**src/sv/tarp_pkg.sv**
```systemverilog
// Shared types, codes and helper functions for the texture atlas rectangle packer.
package tarp_pkg;

    // Default sizing
    localparam int SlotCountDefault = 1024;
    localparam int CoordBitsDefault = 15;

    // Fixed field widths
    localparam int AtlasW     = 15;
    localparam int RectW      = 14;
    localparam int SlotFieldW = 16;
    localparam int CfgIdxW    = 1;
    localparam int StatusW    = 3;

    // Configuration register indexes
    localparam logic [CfgIdxW-1:0] REG_MIN_FREE_HEIGHT = 1'd0;
    localparam logic [CfgIdxW-1:0] REG_MAX_ATLAS_SIZE  = 1'd1;

    // Register reset values
    localparam logic [AtlasW-1:0] MinFreeReset = 15'd0;
    localparam logic [AtlasW-1:0] MaxSizeReset = 15'd2048;

    // Operation codes
    localparam logic [1:0] OP_CLEAR  = 2'd0;
    localparam logic [1:0] OP_ADD    = 2'd1;
    localparam logic [1:0] OP_GROW   = 2'd2;
    localparam logic [1:0] OP_UNGROW = 2'd3;

    // Fit methods
    localparam logic [1:0] FIT_FIRST  = 2'd0;
    localparam logic [1:0] FIT_BEST   = 2'd1;
    localparam logic [1:0] FIT_HEIGHT = 2'd2;
    localparam logic [1:0] FIT_NONE   = 2'd3;

    // Result status codes
    localparam logic [StatusW-1:0] ST_PLACED       = 3'd0;
    localparam logic [StatusW-1:0] ST_NO_FIT       = 3'd1;
    localparam logic [StatusW-1:0] ST_TOO_LARGE    = 3'd2;
    localparam logic [StatusW-1:0] ST_GROWN        = 3'd3;
    localparam logic [StatusW-1:0] ST_GROW_REFUSED = 3'd4;
    localparam logic [StatusW-1:0] ST_DONE         = 3'd5;

    // One free position as seen by the logic (fields zero-extended)
    typedef struct packed {
        logic                  valid;
        logic                  open_end;
        logic [SlotFieldW-1:0] height;
        logic [SlotFieldW-1:0] y;
        logic [SlotFieldW-1:0] x;
    } slot_t;

    // Outcome of testing one slot against the pending request
    typedef struct packed {
        logic                  match;
        logic [SlotFieldW-1:0] slack;
        logic [SlotFieldW-1:0] x;
    } fit_t;

    // Pad a side: add 4 and round down to a multiple of 4
    function automatic logic [AtlasW-1:0] pad4(input logic [RectW-1:0] v);
        logic [AtlasW-1:0] s;
        s = {1'b0, v} + 15'd4;
        return {s[AtlasW-1:2], 2'b00};
    endfunction

    // Smallest power of two not below v, at least 16 (any v above 16384 gives 16)
    function automatic logic [AtlasW-1:0] next_pow2_min16(input logic [AtlasW-1:0] v);
        logic [AtlasW-1:0] p;
        p = 15'd16;
        for (int k = AtlasW - 1; k >= 4; k--)
        begin
            if ((15'd1 << k) >= v)
            begin
                p = 15'd1 << k;
            end
        end
        return p;
    endfunction

endpackage

```
**src/sv/tarp_fit_eval.sv**
```systemverilog
// Fit test and score terms for one slot against the padded rectangle.
module tarp_fit_eval
    import tarp_pkg::*;
(
    input  slot_t             slot,
    input  logic [AtlasW-1:0] rect_w,
    input  logic [AtlasW-1:0] rect_h,
    input  logic [AtlasW-1:0] cur_w,
    input  logic [AtlasW-1:0] cur_h,
    output fit_t              fit
);

    logic [SlotFieldW:0]   right_edge;
    logic                  x_ok;
    logic [SlotFieldW-1:0] usable;
    logic [SlotFieldW-1:0] cur_h_ext;

    // Horizontal room inside the atlas
    assign right_edge = {1'b0, slot.x} + (SlotFieldW + 1)'(rect_w);
    assign x_ok       = right_edge <= (SlotFieldW + 1)'(cur_w);
    assign cur_h_ext  = SlotFieldW'(cur_h);

    // Usable height: bounded height, or room to the bottom when open
    always_comb
    begin
        if (slot.open_end)
        begin
            usable = (slot.y < cur_h_ext) ? (cur_h_ext - slot.y) : '0;
        end
        else
        begin
            usable = slot.height;
        end
    end

    // Score terms: vertical slack then x
    always_comb
    begin
        fit.match = slot.valid && x_ok && (usable >= SlotFieldW'(rect_h));
        fit.slack = usable - SlotFieldW'(rect_h);
        fit.x     = slot.x;
    end

endmodule

```
**config.mk**
```make
export PLATFORM = sky130hd
export DESIGN_NAME = tarp_fit_eval
export DESIGN_NICKNAME = d
export VERILOG_FILES = /design/src/sv/tarp_pkg.sv /design/src/sv/tarp_fit_eval.sv
export SDC_FILE = /design/constraint.sdc
export NUM_CORES = 1
export LEC_CHECK = 0
export BUFFER_PORTS_ARGS = -buffer_cell sky130_fd_sc_hd__buf_2
export CAP_MARGIN = 20
export CELL_PAD_IN_SITES_DETAIL_PLACEMENT = 2
export CELL_PAD_IN_SITES_GLOBAL_PLACEMENT = 2
export CORE_MARGIN = 1
export CORE_UTILIZATION = 24
export DETAILED_ROUTE_END_ITERATION = 10
export MAX_ROUTING_LAYER = met4
export PLACE_DENSITY_LB_ADDON = 0.1
export RECOVER_POWER = 50
export SLEW_MARGIN = 25
export SYNTH_ARGS = -nofsm -noshare
export SYNTH_HDL_FRONTEND = slang
export SYNTH_SLANG_ARGS = --single-unit
```
**constraint.sdc**
```tcl
create_clock -name vclk -period 7.6
set_input_delay 1.52 -clock vclk [all_inputs]
set_output_delay 1.52 -clock vclk [all_outputs]
set_load 0.1 [all_outputs]
```
==> run summary, run 1 <==
count of hold-fix buffers inserted at cts -> 0
Post-Synthesis Cell Area -> 2740 um2
num rows -> 38
Starting Density -> 24.9%
initial antenna violation count -> 3
first-pass GRT wire length -> 15.7 mm
unrepaired setup endpoints after global routing -> no
type of the worst min-delay path -> input port to output pin
Worst Setup SP -> cur_h[0]
cell count after placement -> 653
Hold Worst Slack -> 3430 ps
max-cap check violation count -> 0
hold violation count in the final report -> 0
maximum fanout along the worst path -> 4
via count -> 3218
required time at the endpoint of the critical path -> 6080 ps
Layout Cell Area excl Fill -> 3580 um2
share of post-route cells with drive strength above 1 -> 28.3%
Clock buffer cells -> 0
top post-synthesis cells by area -> sky130_fd_sc_hd__ha_1, sky130_fd_sc_hd__inv_1, sky130_fd_sc_hd__xnor2_1, sky130_fd_sc_hd__a21oi_1, sky130_fd_sc_hd__buf_4
static leakage -> 1.95 nW
number of global-route vias before repair -> 3488
Post-Route WL -> 9.82 mm
Worst Setup Start Kind -> input port
DRC violations left -> 0
shortest clock period the worst path allows after layout -> 7220 ps
Mapped Avg Cell Area -> 7.09 um2
maximum number of pins on one net before global-route repair -> 14
measured slew at the worst slew-check pin -> 1190 ps
die height -> 109 um
Detailed Routing Iterations Pass 1 -> 4
Placed Area -> 3570 um2
placeable core region -> 11000 um2
register area share after synthesis -> 0%
net count after synthesis -> 559
CP Class -> input port to output pin
headroom to the max-slew limit -> 20.8%
post-layout instance count excluding filler cells -> 656
sequential cell count -> 0
final setup violation count -> 0
I/O Buffers -> 143
area share of the largest cell type after synthesis -> 27.4%
post-synthesis cell type count -> 53
number of top-level pins -> 143
Post-Route Setup TNS -> 0 ps
Worst Hold Depth -> 3
Overall Global Routing Usage -> 17.0%
remaining antenna violation count -> 0
worst vdd rail ir drop -> 0.0828 mV
area delta synth->final -> 30.7%
overall overflow remaining after global route -> 0
final clock period utilization by the worst path -> 95.0%
gate count of the mapped netlist -> 386
vias per cell -> 4.91
leading cell type by number of instances after synthesis -> sky130_fd_sc_hd__inv_1
hpwl dp -> 9.21 mm
outcome -> finished, final reports clean
floorplan die width -> 109 um
final total power -> 0.000507 W
nets@finish -> 688
number of max-slew violations in the final report -> 0
DRT iter0 DRCs -> 42
filler cell count in the final layout -> 1373
crit path capture type -> output pin
cell taking the most area after synthesis -> sky130_fd_sc_hd__ha_1
total of warnings raised by yosys -> 0
GPL Wtd Cong -> 0.856
pwr dens -> 142 nW/um2
wire length per cell after detailed routing -> 15.0 um
FF+latch area -> 0 um2
end point of the critical path -> fit[32]
maximum clock frequency -> 138 MHz
die outline area -> 11800 um2
WP data arrival -> 5700 ps
list of most frequent post-synthesis cells -> sky130_fd_sc_hd__inv_1, sky130_fd_sc_hd__ha_1, sky130_fd_sc_hd__a21oi_1, sky130_fd_sc_hd__nor2_1, sky130_fd_sc_hd__xnor2_1
cells in the final DEF, fill, tap and decap left out, types with 4 or more instances in the layout:
cell and n:
sky130_fd_sc_hd__a211o_1 4, sky130_fd_sc_hd__a21o_1 13, sky130_fd_sc_hd__a21oi_1 33, sky130_fd_sc_hd__buf_2 124, sky130_fd_sc_hd__clkbuf_1 16, sky130_fd_sc_hd__ha_1 60
sky130_fd_sc_hd__inv_1 61, sky130_fd_sc_hd__nand2_1 17, sky130_fd_sc_hd__nand3_1 10, sky130_fd_sc_hd__nand4_1 5, sky130_fd_sc_hd__nor2_1 25, sky130_fd_sc_hd__nor2b_1 5
sky130_fd_sc_hd__nor3_1 8, sky130_fd_sc_hd__o21a_1 6, sky130_fd_sc_hd__o21ai_0 19, sky130_fd_sc_hd__o21bai_1 5, sky130_fd_sc_hd__o2bb2ai_1 9, sky130_fd_sc_hd__xnor2_1 22
sky130_fd_sc_hd__xor2_1 10
critical path, cell delays in order:
cell,delay [ps]
sky130_fd_sc_hd__buf_2,100
sky130_fd_sc_hd__inv_1,50
sky130_fd_sc_hd__ha_1,160
sky130_fd_sc_hd__inv_1,60
sky130_fd_sc_hd__fa_1,420
sky130_fd_sc_hd__a211oi_1,260
sky130_fd_sc_hd__o21bai_1,120
sky130_fd_sc_hd__a21oi_2,220
sky130_fd_sc_hd__o21ai_0,140
sky130_fd_sc_hd__a211o_1,310
sky130_fd_sc_hd__a21oi_1,180
sky130_fd_sc_hd__xor2_1,170
sky130_fd_sc_hd__o2bb2ai_1,80
sky130_fd_sc_hd__ha_1,350
sky130_fd_sc_hd__nand4_1,130
sky130_fd_sc_hd__o221a_2,320
sky130_fd_sc_hd__o21ai_1,240
sky130_fd_sc_hd__a211oi_2,110
sky130_fd_sc_hd__a211o_1,340
sky130_fd_sc_hd__a211oi_4,200
sky130_fd_sc_hd__buf_12,210
where the power goes:
group              internal, W        total [W]  switching [W]
sequential                   0                0              0
combinational         0.000155         0.000507       0.000353
clock          0.0000000000528  0.0000000000528              0
final cells by class:
type               count  area, um2  share of cell area [%]
diodes                 3       7.51                   0.210
well taps            140        175                    4.90
multi-input cells    307       2410                    67.4
repair buffers       145        756                    21.1
inverters             61        229                    6.40
worst min-delay path by stage:
stage	from	end
finish	slot[15]	fit[32]
CTS	slot[3]	fit[3]
global route	slot[15]	fit[32]
floorplan	slot[15]	fit[32]
global placement	slot[15]	fit[32]
detailed placement	slot[10]	fit[10]
cells by family (layout without fill, tap and decap cells):
family	Yosys count	count (layout)	synth area share, %
compound gates	123	123	30.9
fa+ha+maj	63	63	29.6
xor+xnor	33	33	10.6
other cells	0	3	0
buf+inv	79	206	13.1
simple gates	88	88	15.9
per-layer routing:
metal / wire (um) / track usage [%]
met1: 4050 / 18.3
met4: 82 / 1.93
met2: 5140 / 33.6
met3: 545 / 2.03
met5: 0 / -
repair_timing:
item                                    4_1_cts  5_1_grt
setup buffers                                 0        0
endpoints found under the setup margin        0        2
resized for setup                             0        4
stage by stage:
stage,utilization [%],worst slack (ps)
after floorplan,-,-196
after global placement,32.5,263
after detailed placement,32.5,120
after CTS,32.5,95.1
after global routing,32.6,59.0
final,32.6,379
No activity file was read; power rests on OpenSTA's default activity.
==> run 2, diff against run 1 <==
--- a/config.mk
+++ b/config.mk
@@ -10,7 +10,7 @@
 export CELL_PAD_IN_SITES_DETAIL_PLACEMENT = 2
 export CELL_PAD_IN_SITES_GLOBAL_PLACEMENT = 2
 export CORE_MARGIN = 1
-export CORE_UTILIZATION = 24
+export CORE_UTILIZATION = 22
 export DETAILED_ROUTE_END_ITERATION = 10
 export MAX_ROUTING_LAYER = met4
 export PLACE_DENSITY_LB_ADDON = 0.1
==> constraint.sdc (replaced) <==
create_clock -name vclk -period 6.6
set_input_delay 1.32 -clock vclk [all_inputs]
set_output_delay 1.32 -clock vclk [all_outputs]
set_load 0.1 [all_outputs]
==> run 2 against run 1 <==
Net effect:
- sequential share of layout area is the same
- cell count grew 7.5%
- global-route usage shrank 1.6 points
- first-iteration DRC count is the same
- routed wire length grew 2.5%
- hold slack lost 420 ps
- utilization up 1.0 points
- via count rose by 1.7%
- largest power group unchanged
==> run summary, run 2 (synthesized netlist as in run 1, its figures left out) <==
worst path buffer plus inverter count -> 5 (was 4)
Hold Worst Slack -> 3010 ps (was 3430 ps)
filler cell count in the final layout -> 1462 (was 1373)
DRT iter0 DRCs -> 42 (unchanged)
num rows -> 40 (was 38)
final setup violation count -> 0 (unchanged)
maximum fanout along the worst path -> 5 (was 4)
number of global-route vias before repair -> 3526 (was 3488)
chain of cells forming the critical path -> buf_2 -> inv_1 -> ha_1 -> inv_1 -> fa_2 -> a211oi_2 -> o21bai_1 -> a21oi_2 -> o211ai_2 -> nand2_2 -> nor2_1 -> a21oi_1 -> ha_1 -> inv_1 -> fa_1 -> a21o_1 -> a21o_2 -> a21oi_4 -> o221a_4 -> o21ai_2 -> a211oi_2 -> a211o_1 -> a211oi_4 -> buf_12 (was buf_2 -> inv_1 -> ha_1 -> inv_1 -> fa_1 -> a211oi_1 -> o21bai_1 -> a21oi_2 -> o21ai_0 -> a211o_1 -> a21oi_1 -> xor2_1 -> o2bb2ai_1 -> ha_1 -> nand4_1 -> o221a_2 -> o21ai_1 -> a211oi_2 -> a211o_1 -> a211oi_4 -> buf_12)
hpwl dp -> 9.24 mm (was 9.21 mm)
type of the worst min-delay path -> input port to output pin (unchanged)
Starting Density -> 22.7% (was 24.9%)
outcome -> finished, final reports clean (unchanged)
floorplan die width -> 114 um (was 109 um)
wire length per cell after detailed routing -> 14.3 um (was 15.0 um)
area delta synth->final -> 48.0% (was 30.7%)
CP Class -> input port to output pin (unchanged)
most frequent standard cell in the layout excluding fill and tap cells -> sky130_fd_sc_hd__buf_2 (unchanged)
die height -> 114 um (was 109 um)
initial antenna violation count -> 0 (was 3)
required time at the endpoint of the critical path -> 5280 ps (was 6080 ps)
WP data arrival -> 5110 ps (was 5700 ps)
crit path capture type -> output pin (unchanged)
I/O Buffers -> 143 (unchanged)
overall overflow remaining after global route -> 0 (unchanged)
max-cap check violation count -> 0 (unchanged)
final clock period utilization by the worst path -> 97.5%
Largest delay share family, worst path -> compound AO/OA/AOI/OAI gates (unchanged)
via count -> 3274 (was 3218)
number of top-level pins -> 143 (unchanged)
measured slew at the worst slew-check pin -> 1190 ps (about the same)
count of hold-fix buffers inserted at cts -> 0 (unchanged)
first-pass GRT wire length -> 15.8 mm (was 15.7 mm)
pwr dens -> 166 nW/um2 (was 142 nW/um2)
share of post-route cells with drive strength above 1 -> 36.3% (was 28.3%)
FF+latch area -> 0 um2 (unchanged)
headroom to the max-slew limit -> 21.2% (was 20.8%)
delay of the slowest critical-path stage -> 390 ps (was 420 ps)
diode insertion count for antenna repair -> 0 (was 3)
DRC violations left -> 0 (unchanged)
Crit-path slowest cell -> sky130_fd_sc_hd__fa_1 (unchanged)
placeable core region -> 12100 um2 (was 11000 um2)
sequential cell count -> 0 (unchanged)
unrepaired setup endpoints after global routing -> yes (was no)
hold violation count in the final report -> 0 (unchanged)
shortest clock period the worst path allows after layout -> 6430 ps
static leakage -> 2.15 nW (was 1.95 nW)
Post-Route WL -> 10.1 mm (was 9.82 mm)
remaining antenna violation count -> 0 (unchanged)
die outline area -> 12900 um2 (was 11800 um2)
most used cells in the layout excluding fill and tap cells -> sky130_fd_sc_hd__buf_2, sky130_fd_sc_hd__inv_1, sky130_fd_sc_hd__ha_1 (unchanged)
worst vdd rail ir drop -> 0.0744 mV (was 0.0828 mV)
Clock buffer cells -> 0 (unchanged)
maximum number of pins on one net before global-route repair -> 14 (unchanged)
Overall Global Routing Usage -> 15.4% (was 17.0%)
vias per cell -> 4.64 (was 4.91)
Detailed Routing Iterations Pass 1 -> 4 (unchanged)
number of max-slew violations in the final report -> 0 (unchanged)
Worst Setup Start Kind -> input port (unchanged)
final total power -> 0.000673 W (was 0.000507 W)
maximum clock frequency -> 155 MHz
GPL Wtd Cong -> 0.860 (was 0.856)
nets@finish -> 712 (was 688)
crit-path most repeated cell -> sky130_fd_sc_hd__inv_1
[run 2: cell count changes in the layout (fill, tap and decap cells not counted), sizes merged]
cell | previous run | this run
buf | 129 | 153
diode | 3 | 0
[run 2: what timing repair did]
item                       in CTS  in global routing
pin swaps                       0                  7
setup endpoints to repair       2                  5
buffers inserted                0                  6
resized for setup               4                 20
[run 2: worst min-delay path: stages]
cell and delay (ps):
sky130_fd_sc_hd__buf_2 130, sky130_fd_sc_hd__a211oi_4 80, sky130_fd_sc_hd__buf_12 160
[run 2: final timing paths]
path                      from       to  slack (ps)  cells past startpoint
worst max-delay path  cur_h[0]  fit[32]         170                     24
worst min-delay path  slot[15]  fit[32]        3010                      3
[run 2: layout make-up]
class,count,area [um2],share of cell area (%)
Multi-Input combinational cell,307,2570,63.4
Timing Repair Buffer,169,1040,25.7
Tap cell,168,210,5.19
Inverter,61,229,5.66
[run 2: layer usage]
layer  track usage (%)  routed length (um)  vias to the layer above
met3             0.903                 408                        4
li1                  -                   -                     1659
met1              16.3                3990                     1536
met2              31.7                5590                       75
met4              1.40                  82                        0
met5                 -                   0                        -
[run 2: through the flow]
stage          setup WS, ps  util [%]  area [um2]  std cells  setup TNS (ps)
2_1_floorplan         -62.5         -        2830        386            -111
3_3_place_gp          -4.61      32.6        3930        699           -4.61
3_5_place_dp          -82.3      32.6        3930        699            -110
4_1_cts                1.15      32.7        3940        699               0
5_1_grt               -54.5      33.6        4050        705           -54.5
6_report                166      33.6        4050        705               0
[run 2: power by group]
part / internal, W / total [W] / switching (W)
combinational: 0.000243 / 0.000673 / 0.000430
clock: 0 / 0 / 0
sequential: 0 / 0 / 0
total: 0.000243 / 0.000673 / 0.000430
==> run 3, diff against run 2 <==
--- a/config.mk
+++ b/config.mk
@@ -9,6 +9,7 @@
 export CAP_MARGIN = 20
 export CELL_PAD_IN_SITES_DETAIL_PLACEMENT = 2
 export CELL_PAD_IN_SITES_GLOBAL_PLACEMENT = 2
+export CORE_ASPECT_RATIO = 0.9
 export CORE_MARGIN = 1
 export CORE_UTILIZATION = 22
 export DETAILED_ROUTE_END_ITERATION = 10
==> run 3 against run 2 <==
Net effect:
- design area rose by 0.53%
- non-clock buffer count rose by 1
- sequential cell count unchanged
- highest routed layer unchanged
- global-route usage grew 0.64 points
- sequential share of layout area unchanged
- setup slack got worse by 110 ps
- routed wire length rose by 2.6%
- largest cell class unchanged
- first-iteration DRC count grew 100%
- via count up 0.15%
- count of clock-buffer cells in the layout unchanged
- power increased by 1.9%
==> run summary, run 3 (synthesized netlist as in run 1, its figures left out) <==
maximum number of pins on one net before global-route repair -> 14 (unchanged)
most frequent standard cell in the layout excluding fill and tap cells -> sky130_fd_sc_hd__buf_2 (unchanged)
die height -> 108 um (was 114 um)
WP data arrival -> 5220 ps (was 5110 ps)
number of global-route vias before repair -> 3312 (was 3526)
Worst Setup SP -> slot[17] (was cur_h[0])
Post-Route WL -> 10.3 mm (was 10.1 mm)
DRC violations left -> 0 (unchanged)
hpwl dp -> 9.44 mm (was 9.24 mm)
Overall Global Routing Usage -> 16.0% (was 15.4%)
headroom to the max-slew limit -> 22.0% (was 21.2%)
Starting Density -> 22.7% (about the same)
maximum clock frequency -> 153 MHz (was 155 MHz)
nets@finish -> 713 (was 712)
initial antenna violation count -> 0 (unchanged)
floorplan die width -> 120 um (was 114 um)
number of max-slew violations in the final report -> 0 (unchanged)
worst path buffer plus inverter count -> 3 (was 5)
number of top-level pins -> 143 (unchanged)
GPL Wtd Cong -> 0.816 (was 0.860)
required time at the endpoint of the critical path -> 5280 ps (about the same)
source of the worst hold timing path -> slot[15] (unchanged)
count of hold-fix buffers inserted at cts -> 0 (unchanged)
Crit-path slowest cell -> sky130_fd_sc_hd__o221a_4 (was sky130_fd_sc_hd__fa_1)
delay of the slowest critical-path stage -> 330 ps (was 390 ps)
unrepaired setup endpoints after global routing -> yes (unchanged)
final clock period utilization by the worst path -> 99.1% (was 97.5%)
sequential cell count -> 0 (unchanged)
footprint of the multi-input gates -> 2580 um2 (was 2570 um2)
area delta synth->final -> 48.7% (was 48.0%)
most used cells in the layout excluding fill and tap cells -> sky130_fd_sc_hd__buf_2, sky130_fd_sc_hd__inv_1, sky130_fd_sc_hd__ha_1 (unchanged)
num rows -> 38 (was 40)
final total power -> 0.000686 W (was 0.000673 W)
first-pass GRT wire length -> 16.5 mm (was 15.8 mm)
CP Class -> input port to output pin (unchanged)
Worst Setup Start Kind -> input port (unchanged)
Largest delay share family, worst path -> compound AO/OA/AOI/OAI gates (unchanged)
vias per cell -> 4.70 (was 4.64)
type of the worst min-delay path -> input port to output pin (unchanged)
pwr dens -> 168 nW/um2 (was 166 nW/um2)
filler cell count in the final layout -> 1477 (was 1462)
overall overflow remaining after global route -> 0 (unchanged)
maximum fanout along the worst path -> 7 (was 5)
crit-path most repeated cell -> sky130_fd_sc_hd__o21a_1 (was sky130_fd_sc_hd__inv_1)
FF+latch area -> 0 um2 (unchanged)
worst vdd rail ir drop -> 0.133 mV (was 0.0744 mV)
diode insertion count for antenna repair -> 0 (unchanged)
share of post-route cells with drive strength above 1 -> 37.2% (was 36.3%)
max-cap check violation count -> 0 (unchanged)
die outline area -> 12900 um2 (about the same)
DRT iter0 DRCs -> 86 (was 42)
measured slew at the worst slew-check pin -> 1180 ps (was 1190 ps)
Worst Hold Depth -> 3 (unchanged)
hold violation count in the final report -> 0 (unchanged)
I/O Buffers -> 143 (unchanged)
via count -> 3279 (was 3274)
Clock buffer cells -> 0 (unchanged)
placeable core region -> 12100 um2 (about the same)
wire length per cell after detailed routing -> 14.8 um (was 14.3 um)
Detailed Routing Iterations Pass 1 -> 4 (unchanged)
chain of cells forming the critical path -> buf_2 -> inv_1 -> ha_1 -> nor2b_1 -> o31ai_2 -> a21oi_1 -> o21ai_0 -> a21boi_0 -> o21a_1 -> o21a_1 -> o32ai_1 -> ha_2 -> nand4_1 -> o221a_4 -> o21ai_4 -> a211oi_2 -> a211o_1 -> a211oi_4 -> buf_12 (was buf_2 -> inv_1 -> ha_1 -> inv_1 -> fa_2 -> a211oi_2 -> o21bai_1 -> a21oi_2 -> o211ai_2 -> nand2_2 -> nor2_1 -> a21oi_1 -> ha_1 -> inv_1 -> fa_1 -> a21o_1 -> a21o_2 -> a21oi_4 -> o221a_4 -> o21ai_2 -> a211oi_2 -> a211o_1 -> a211oi_4 -> buf_12)
Hold EP -> fit[32] (unchanged)
crit path capture type -> output pin (unchanged)
shortest clock period the worst path allows after layout -> 6540 ps (was 6430 ps)
remaining antenna violation count -> 0 (unchanged)
cell count after placement -> 695 (was 699)
static leakage -> 2.16 nW (was 2.15 nW)
post-layout instance count excluding filler cells -> 698 (was 705)
final setup violation count -> 0 (unchanged)
outcome -> finished, final reports clean (unchanged)
[run 3: layout make-up]
class / instances / share of cell area (%)
inverter: 61 / 5.63
multi-input combinational: 307 / 63.3
tap: 160 / 4.92
timing repair buffer: 170 / 26.2
[run 3: power breakdown]
group	internal, W	switching (W)	leakage, nW
Clock	0	0	0
Sequential	0	0	0
Combinational	0.000248	0.000438	2.16
Total	0.000248	0.000438	2.16
[run 3: worst max-delay path by stage]
stage,depth (start not counted),end
after floorplan,19,fit[32]
after global placement,18,fit[31]
after detailed placement,18,fit[31]
after CTS,21,fit[31]
after global routing,22,fit[32]
final,19,fit[32]
[run 3: timing repair]
action                                  4_1_cts  5_1_grt
pin swaps                                     4        5
endpoints found under the setup margin        3        6
resized for setup                             8       17
endpoints found under the hold margin         0        0
buffers inserted                              2        1
[run 3: per-stage QoR]
stage               utilization (%)  hold slack, ps  instance area, um2  setup WS (ps)  setup TNS (ps)
floorplan                         -            2820                2830          -62.5            -111
global placement               32.8            3020                3960           26.1               0
detailed placement             32.8            3010                3960           -115            -215
CTS                            33.2            3020                4010           1.07               0
global route                   33.7            3030                4070           -207            -294
finish                         33.7            3020                4070           56.3               0
[run 3: layer usage]
metal  vias to the layer above  wire length [um]  track usage, %
met2                        79              4520            25.4
met1                      1533              5330            23.2
li1                       1659                 -               -
met4                         0                51           0.714
met5                         -                 0               -
met3                         8               426            1.11
[run 3: tightest hold or removal path, cell delays in order]
cell and delay, ps:
sky130_fd_sc_hd__buf_2 140, sky130_fd_sc_hd__a211oi_4 80, sky130_fd_sc_hd__buf_12 160
